<file path="src/hdl/dssm_pkg.sv">
package dssm_pkg;

  localparam int DEPTH_DEFAULT = 16;
  localparam int WORD_W = 32;

  typedef enum logic [2:0] {
    OP_PUSH1 = 3'd0,
    OP_PUSH2 = 3'd1,
    OP_POP1  = 3'd2,
    OP_POP2  = 3'd3,
    OP_DISP1 = 3'd4,
    OP_DISP2 = 3'd5
  } opcode_t;

  typedef enum logic [1:0] {
    ST_OK    = 2'd0,
    ST_FULL  = 2'd1,
    ST_EMPTY = 2'd2
  } status_t;

  typedef enum logic [1:0] {
    S_IDLE,
    S_EXEC,
    S_EMIT
  } state_t;

  typedef struct packed {
    logic [2:0]               opcode;
    logic signed [WORD_W-1:0] push_value;
  } in_item_t;

  typedef struct packed {
    status_t                  status;
    logic signed [WORD_W-1:0] data_word;
    logic                     last;
  } out_item_t;

  typedef struct packed {
    logic    capture;
    logic    push;
    logic    pop_start;
    logic    walk_step;
    logic    emit_word;
    logic    emit_code;
    status_t code;
  } dp_cmd_t;

  typedef struct packed {
    logic [2:0] op;
    logic       full;
    logic       empty;
    logic       final_word;
    logic       out_free;
  } dp_sts_t;

endpackage

</file>
<file path="src/hdl/dssm_in_if.sv">
interface dssm_in_if;
  import dssm_pkg::*;

  logic     valid;
  logic     ready;
  in_item_t item;

  modport source (output valid, output item, input ready);
  modport sink (input valid, input item, output ready);
endinterface

</file>
<file path="src/hdl/dssm_out_if.sv">
interface dssm_out_if;
  import dssm_pkg::*;

  logic      valid;
  logic      ready;
  out_item_t item;

  modport source (output valid, output item, input ready);
  modport sink (input valid, input item, output ready);
endinterface

</file>
<file path="src/hdl/dssm_ctrl.sv">
module dssm_ctrl (
  input  logic             clk,
  input  logic             rst,
  input  logic             in_valid,
  output logic             in_ready,
  input  dssm_pkg::dp_sts_t sts,
  output dssm_pkg::dp_cmd_t cmd
);
  import dssm_pkg::*;

  state_t state;
  state_t state_next;
  logic   accept;

  assign accept = in_valid && in_ready;

  always_ff @(posedge clk) begin
    if (rst) begin
      state <= S_IDLE;
    end else begin
      state <= state_next;
    end
  end

  always_comb begin
    state_next = state;
    unique case (state)
      S_IDLE: begin
        if (in_valid) begin
          state_next = S_EXEC;
        end
      end
      S_EXEC: begin
        unique case (opcode_t'(sts.op))
          OP_PUSH1, OP_PUSH2: begin
            if (sts.out_free) begin
              state_next = S_IDLE;
            end
          end
          OP_POP1, OP_POP2, OP_DISP1, OP_DISP2: begin
            if (!sts.empty) begin
              state_next = S_EMIT;
            end else if (sts.out_free) begin
              state_next = S_IDLE;
            end
          end
          default: state_next = S_IDLE;
        endcase
      end
      S_EMIT: begin
        if (sts.out_free && sts.final_word) begin
          state_next = S_IDLE;
        end
      end
      default: state_next = S_IDLE;
    endcase
  end

  always_comb begin
    in_ready = 1'b0;
    cmd      = '0;
    cmd.code = ST_OK;
    unique case (state)
      S_IDLE: begin
        in_ready    = 1'b1;
        cmd.capture = accept;
      end
      S_EXEC: begin
        unique case (opcode_t'(sts.op))
          OP_PUSH1, OP_PUSH2: begin
            if (sts.out_free) begin
              cmd.emit_code = 1'b1;
              cmd.push      = !sts.full;
              cmd.code      = sts.full ? ST_FULL : ST_OK;
            end
          end
          OP_POP1, OP_POP2, OP_DISP1, OP_DISP2: begin
            if (!sts.empty) begin
              cmd.pop_start = 1'b1;
            end else if (sts.out_free) begin
              cmd.emit_code = 1'b1;
              cmd.code      = ST_EMPTY;
            end
          end
          default: cmd = '0;
        endcase
      end
      S_EMIT: begin
        if (sts.out_free) begin
          cmd.emit_word = 1'b1;
          cmd.walk_step = !sts.final_word;
        end
      end
      default: cmd = '0;
    endcase
  end

endmodule

</file>
<file path="src/hdl/dssm_datapath.sv">
module dssm_datapath #(
  parameter int DEPTH = dssm_pkg::DEPTH_DEFAULT
) (
  input  logic                clk,
  input  logic                rst,
  input  dssm_pkg::in_item_t  in_item,
  input  dssm_pkg::dp_cmd_t   cmd,
  output dssm_pkg::dp_sts_t   sts,
  output logic                out_valid,
  output dssm_pkg::out_item_t out_item,
  input  logic                out_ready
);
  import dssm_pkg::*;

  localparam int AW = $clog2(DEPTH);
  localparam int CW = $clog2(DEPTH + 1);
  localparam logic [CW-1:0] DEPTH_C = CW'(DEPTH);
  localparam logic [AW-1:0] ADDR_TOP = AW'(DEPTH - 1);

  logic [WORD_W-1:0] mem [DEPTH];

  logic [2:0]        op;
  logic [WORD_W-1:0] value;
  logic [CW-1:0]     lower;
  logic [CW-1:0]     upper;
  logic [AW-1:0]     addr;
  logic [WORD_W-1:0] rd_data;

  logic              side;
  logic [CW:0]       used;
  logic [CW-1:0]     lower_top;
  logic [CW-1:0]     upper_top;
  logic [CW-1:0]     upper_free;
  logic [AW-1:0]     wr_addr;
  logic [AW-1:0]     top_addr;
  logic [AW-1:0]     step_addr;
  logic [AW-1:0]     rd_addr;
  logic              at_end;
  logic              out_free;

  assign side       = op[0];
  assign used       = {1'b0, lower} + {1'b0, upper};
  assign lower_top  = lower - CW'(1);
  assign upper_top  = DEPTH_C - upper;
  assign upper_free = upper_top - CW'(1);
  assign wr_addr    = side ? upper_free[AW-1:0] : lower[AW-1:0];
  assign top_addr   = side ? upper_top[AW-1:0] : lower_top[AW-1:0];
  assign step_addr  = side ? addr + AW'(1) : addr - AW'(1);
  assign rd_addr    = cmd.pop_start ? top_addr : step_addr;
  assign at_end     = side ? (addr == ADDR_TOP) : (addr == '0);
  assign out_free   = !out_valid || out_ready;

  assign sts.op         = op;
  assign sts.full       = used >= {1'b0, DEPTH_C};
  assign sts.empty      = side ? (upper == '0) : (lower == '0);
  assign sts.final_word = !op[2] || at_end;
  assign sts.out_free   = out_free;

  always_ff @(posedge clk) begin
    if (cmd.capture) begin
      op    <= in_item.opcode;
      value <= in_item.push_value;
    end
    if (cmd.pop_start) begin
      addr <= top_addr;
    end else if (cmd.walk_step) begin
      addr <= step_addr;
    end
  end

  always_ff @(posedge clk) begin
    if (cmd.push) begin
      mem[wr_addr] <= value;
    end
    if (cmd.pop_start || cmd.walk_step) begin
      rd_data <= mem[rd_addr];
    end
  end

  always_ff @(posedge clk) begin
    if (rst) begin
      lower <= '0;
      upper <= '0;
    end else if (cmd.push) begin
      if (side) begin
        upper <= upper + CW'(1);
      end else begin
        lower <= lower + CW'(1);
      end
    end else if (cmd.pop_start && !op[2]) begin
      if (side) begin
        upper <= upper - CW'(1);
      end else begin
        lower <= lower - CW'(1);
      end
    end
  end

  always_ff @(posedge clk) begin
    if (rst) begin
      out_valid <= 1'b0;
    end else if (cmd.emit_word || cmd.emit_code) begin
      out_valid <= 1'b1;
    end else if (out_ready) begin
      out_valid <= 1'b0;
    end
  end

  always_ff @(posedge clk) begin
    if (cmd.emit_word) begin
      out_item.status    <= ST_OK;
      out_item.data_word <= rd_data;
      out_item.last      <= sts.final_word;
    end else if (cmd.emit_code) begin
      out_item.status    <= cmd.code;
      out_item.data_word <= '0;
      out_item.last      <= 1'b1;
    end
  end

endmodule

</file>
<file path="src/hdl/dual_stack_shared_memory.sv">
// Channel  Direction  Payload                          Handshake
// cmd      in         opcode, push_value               valid / ready
// rsp      out        status, data_word, last          valid / ready
//
// One transaction at a time: accepted in IDLE, decided in EXEC.
// Push, full and empty answers are issued from EXEC; pop and display words pass
// through the registered read of the shared word array and are emitted in EMIT.
// Display emits one word per cycle from the read port while rsp is not stalled.
// Reset clears both stack counts and the output valid flag; the array and output item are not cleared.
// A stalled rsp holds its result; cmd is taken again once the last result is loaded.
module dual_stack_shared_memory #(
  parameter int DEPTH = dssm_pkg::DEPTH_DEFAULT
) (
  input logic       clk,
  input logic       rst,
  dssm_in_if.sink   cmd,
  dssm_out_if.source rsp
);
  import dssm_pkg::*;

  dp_cmd_t   dp_cmd;
  dp_sts_t   dp_sts;
  logic      out_valid;
  out_item_t out_item;
  logic      in_ready;

  dssm_ctrl u_ctrl (
    .clk      (clk),
    .rst      (rst),
    .in_valid (cmd.valid),
    .in_ready (in_ready),
    .sts      (dp_sts),
    .cmd      (dp_cmd)
  );

  dssm_datapath #(
    .DEPTH (DEPTH)
  ) u_datapath (
    .clk       (clk),
    .rst       (rst),
    .in_item   (cmd.item),
    .cmd       (dp_cmd),
    .sts       (dp_sts),
    .out_valid (out_valid),
    .out_item  (out_item),
    .out_ready (rsp.ready)
  );

  assign cmd.ready = in_ready;
  assign rsp.valid = out_valid;
  assign rsp.item  = out_item;

endmodule

</file>
<file path="src/flat_wrapper.sv">
// flat-port wrapper written by rule: the top's interface ports become plain ports
module dual_stack_shared_memory_flat import dssm_pkg::*;
#(
  parameter int DEPTH = dssm_pkg::DEPTH_DEFAULT
)
  (clk, rst, cmd_valid, cmd_item, cmd_ready, rsp_valid, rsp_item, rsp_ready);
  dssm_in_if cmd_i ();
  dssm_out_if rsp_i ();
  input logic clk;
  input logic rst;
  input wire logic [$bits(cmd_i.valid)-1:0] cmd_valid;
  input wire logic [$bits(cmd_i.item)-1:0] cmd_item;
  output wire logic [$bits(cmd_i.ready)-1:0] cmd_ready;
  output wire logic [$bits(rsp_i.valid)-1:0] rsp_valid;
  output wire logic [$bits(rsp_i.item)-1:0] rsp_item;
  input wire logic [$bits(rsp_i.ready)-1:0] rsp_ready;
  assign cmd_i.valid = cmd_valid;
  assign cmd_i.item = cmd_item;
  assign cmd_ready = cmd_i.ready;
  assign rsp_valid = rsp_i.valid;
  assign rsp_item = rsp_i.item;
  assign rsp_i.ready = rsp_ready;
  dual_stack_shared_memory #(.DEPTH(DEPTH)) u_core (.clk(clk), .rst(rst), .cmd(cmd_i), .rsp(rsp_i));
endmodule
</file>
<file path="config.mk">
export PLATFORM = sky130hd
export DESIGN_NAME = dual_stack_shared_memory_flat
export DESIGN_NICKNAME = d
export VERILOG_FILES = /design/src/hdl/dssm_pkg.sv /design/src/hdl/dssm_in_if.sv /design/src/hdl/dssm_out_if.sv /design/src/hdl/dssm_ctrl.sv /design/src/hdl/dssm_datapath.sv /design/src/hdl/dual_stack_shared_memory.sv /design/src/flat_wrapper.sv
export SDC_FILE = /design/constraint.sdc
export NUM_CORES = 1
export LEC_CHECK = 0
export ABC_AREA = 1
export BUFFER_PORTS_ARGS = -buffer_cell sky130_fd_sc_hd__buf_4
export CAP_MARGIN = 20
export CORE_AREA = 2 2 226 228
export CTS_CLUSTER_DIAMETER = 80
export DETAILED_ROUTE_END_ITERATION = 10
export DIE_AREA = 0 0 228 230
export GPL_TIMING_DRIVEN = 0
export PLACE_DENSITY = 0.73
export SETUP_SLACK_MARGIN = 0.4
export SYNTH_ARGS = -nofsm -noshare
export SYNTH_HDL_FRONTEND = slang
export SYNTH_SLANG_ARGS = --single-unit
</file>
<file path="constraint.sdc">
create_clock -name clk -period 6.42 [get_ports clk]
set_clock_uncertainty 0.05 [all_clocks]
set_input_delay 0.321 -clock clk [delete_from_list [all_inputs] [get_ports clk]]
set_output_delay 0.321 -clock clk [all_outputs]
set_load 0.05 [all_outputs]
</file>
==> qor.yml <==
synthesis:
  synth_largest_type_area_fraction: 0.679
  synth-seq-cells: 631
  synth_edf_count: 616
  synth_cell_type_count: 32
  postSynthAreaPerCell_um2: 10.7
  post_synth_arst_share: 0
  syn_nets: 2601
  yosys-top-cells-area: "edfxtp_1 (68%), nand3_1 (9.7%), inv_1 (8.0%)"
  post-synth-top-area-cell: "edfxtp_1"
  sequential_share_of_the_synthesized_area: 0.690
  yosysWarningCount: 0
  netlist_instances: 2545
  most_used_dff_post_synth: "edfxtp_1"
  post_synth_instance_area_um2: 27200
critical_path:
  path_common_cell: "nand3_1"
  timing.critical_path.required_ns: 6.71
  crit_slowest_cell: "buf_1"
  worst-endpoint-arrival_ns: 3.98
  critical_path.cell_chain: "inv_1, ha_1, inv_1, nor2_1, nand3_1, nand4_4, o21ai_0, buf_2, buf_1, nand3_1, nand3_1, nand2_1"
  cp-start-kind: "register"
  cpPeakStageDelay_ns: 0.58
  worst_setup_path_end_kind: "register"
  criticalPathCategory: "register to register"
  worstPathMaxFanout: 10
power_and_ir_drop:
  power_density_nw_per_um2: 293
  switching_power_mw: 2.31
  power.share.sequential: 0.505
  power_frac_comb: 0.098
  vdd_drop_max_mv: 0.169
  power_frac_clock: 0.397
  p_leak_nw: 13.6
  intPower_mw: 6.96
  switching_share: 0.249
die:
  ioPinCount: 76
  placeable_core_region_um2: 49900
  rows: 82
  die_area_um2: 52400
  dieHeight_um: 230
  die_x_um: 228
  floorplan.initialDensity: 0.546
sta:
  maxSlewViolCount: 0
  actual_transition_at_the_worst_max_transition_pin_ns: 0.947
  max_clock_freq_mhz: 272
  final.period_utilization: 0.574
  setup_viol: 0
  timing.final.hold_violations: 0
  fin_crit_ns: 3.68
  rsz0062_at_grt: "no"
  fin_setup_tns_ns: 0
  maxSlewHeadroom: 0.369
clock_tree:
  cts_setup_buffers: 0
  postCtsResizedCells: 0
  htree_levels: 3
  cts-root-to-sink-buffers: 3
  cts_hold_buf: 36
  clock-root-buffer: "clkbuf_16"
  insertion_delay_ns: 0.62
  cts_made_buffers: 67
  clk_pin_slew_ns: 0.06
  tritoncts: "built"
  cts_num_sinks: 631
route:
  via_per_inst: 5.51
  postRouteWirelength_um: 73700
  route.vias.total: 19100
  wl_met2_um: 35300
  detail_route.iter0.violations: 2301
  routed_wire_length_per_instance_um: 21.3
  drt.antenna.violating_nets: 0
  met3_wirelength_um: 7760
  uppermost_signal_routing_layer_after_detailed_routing: "met4"
  m1WireLength_um: 27300
  drc: 0
  drt_first_pass_iters: 7
grt:
  grt_max_degree: 26
  global_route.usage.total: 0.282
  antenna_found_initial: 0
  grt_pass1_vias: 18500
  grt_pass1_wl_um: 109000
  globalRouteOverflowTotal: 0
place:
  portBuffers: 75
  dp_hpwl_um: 48900
  place_inst: 3314
  place.gp.congestion: 0.865
  dpl_cell_area_um2: 29200
cells_and_area:
  diodes: 0
  drive_gt1_frac: 0.112
  final_cell_count_no_fill: 3466
  fillers: 3798
  layout.cells.most_common: "edfxtp_1"
  finish.instance_area_um2: 31700
  final_net_count: 2803
  areaGrowthSynthToFinish_pct: 16.2
  fin_util: 0.635
  commonest_cells_after_routing_fill_and_taps_aside: "edfxtp_1 (616), inv_1 (579), nand2_1 (528), nand3_1 (528), buf_4 (85)"
job:
  cap_viol_max_count: 0
status:
  run_status: "finished clean"
hold_path:
  timing.hold.worst.class: "input port to register"
## power by group through the flow
stage / registers (mW) / logic [mW] / clock network (mW)
2_1_floorplan: 4.78 / 0.466 / 0
3_3_place_gp: 4.76 / 0.828 / 0
3_5_place_dp: 4.76 / 0.863 / 0
4_1_cts: 4.68 / 0.890 / 3.69
5_1_grt: 4.68 / 0.962 / 3.85
6_report: 4.68 / 0.907 / 3.68
## metrics by stage
stage | hold WS (ns) | setup WS (ns) | power, mW
global placement | 0.410 | -0.0162 | 5.59
detailed placement | 0.415 | 2.87 | 5.63
CTS | 0.0917 | 2.84 | 9.26
finish | 0.101 | 2.74 | 9.27
floorplan | 0.340 | 2.87 | 5.25
global route | 0.109 | 2.59 | 9.50
## worst max-delay path: cells and delay by family, from the launching register on
| kind | cells | cell delay, ns |
|---|---|---|
| AND/OR/NAND/NOR | 6 | 0.99 |
| buffers and inverters | 4 | 1.16 |
| flip-flops | 1 | 0.45 |
| AO/OA/AOI/OAI | 1 | 0.50 |
| adder cells (fa/ha/maj) | 1 | 0.26 |
## state kept, by name, indices dropped and copies added (netlist names)
| register | flops |
|---|---|
| u_core.u_datapath.mem | 512 |
| u_core.u_datapath.out_item | 35 |
| u_core.u_datapath.rd_data | 32 |
| u_core.u_datapath.value | 32 |
| u_core.u_datapath.lower | 5 |
| u_core.u_datapath.upper | 5 |
| u_core.u_datapath.addr | 4 |
| u_core.u_datapath.op | 3 |
| u_core.u_ctrl.state | 2 |
| u_core.u_datapath.out_valid | 1 |
## cell type report
| cell class | instances | area, um^2 | share of cell area |
|---|---|---|---|
| plain buffers | 115 | 634 | 0.0200 |
| clock buffers | 84 | 1780 | 0.0563 |
| clock inverters | 32 | 265 | 0.00838 |
| inverters | 585 | 2200 | 0.0694 |
| multi-input cells | 1214 | 5730 | 0.181 |
| flip-flops and latches | 631 | 18800 | 0.594 |
| well taps | 672 | 841 | 0.0266 |
| repair buffers | 133 | 1400 | 0.0444 |
## routing by layer
| metal | track usage | vias to the layer above |
|---|---|---|
| met5 | 0 | - |
| met1 | 0.358 | 9042 |
| li1 | - | 8659 |
| met3 | 0.0536 | 225 |
| met2 | 0.470 | 1161 |
| met4 | 0.135 | 0 |
## kinds of logic after synthesis
logic type      Yosys count  share of synthesized area
flops                   631                      0.690
xor+xnor                 15                    0.00482
buf+inv                 700                      0.104
compound gates           39                    0.00758
fa+ha+maj                17                    0.00836
simple gates           1143                      0.185
## synthesized netlist by cell type, types with 11 or more instances
cell type,n
a21oi_1,13
ha_1,15
o21ai_0,17
dfxtp_1,15
nand2_1,530
inv_1,579
clkbuf_1,18
nor2_1,67
buf_2,66
edfxtp_1,616
nand3_1,528
buf_6,11
## path summary, 6_finish.rpt
check,start,end,slack [ns],cells past startpoint
worst min register to register,u_core.u_datapath.out_item[33],u_core.u_datapath.out_item[33],0.45,2
worst min-delay path,rsp_ready,u_core.u_ctrl.state[1],0.10,4
worst max register to register,u_core.u_datapath.upper[0],u_core.u_datapath.rd_data[9],2.74,12
worst max-delay path,u_core.u_datapath.upper[0],u_core.u_datapath.rd_data[9],2.74,12
Note: power is estimated with default switching activity, not from simulation.
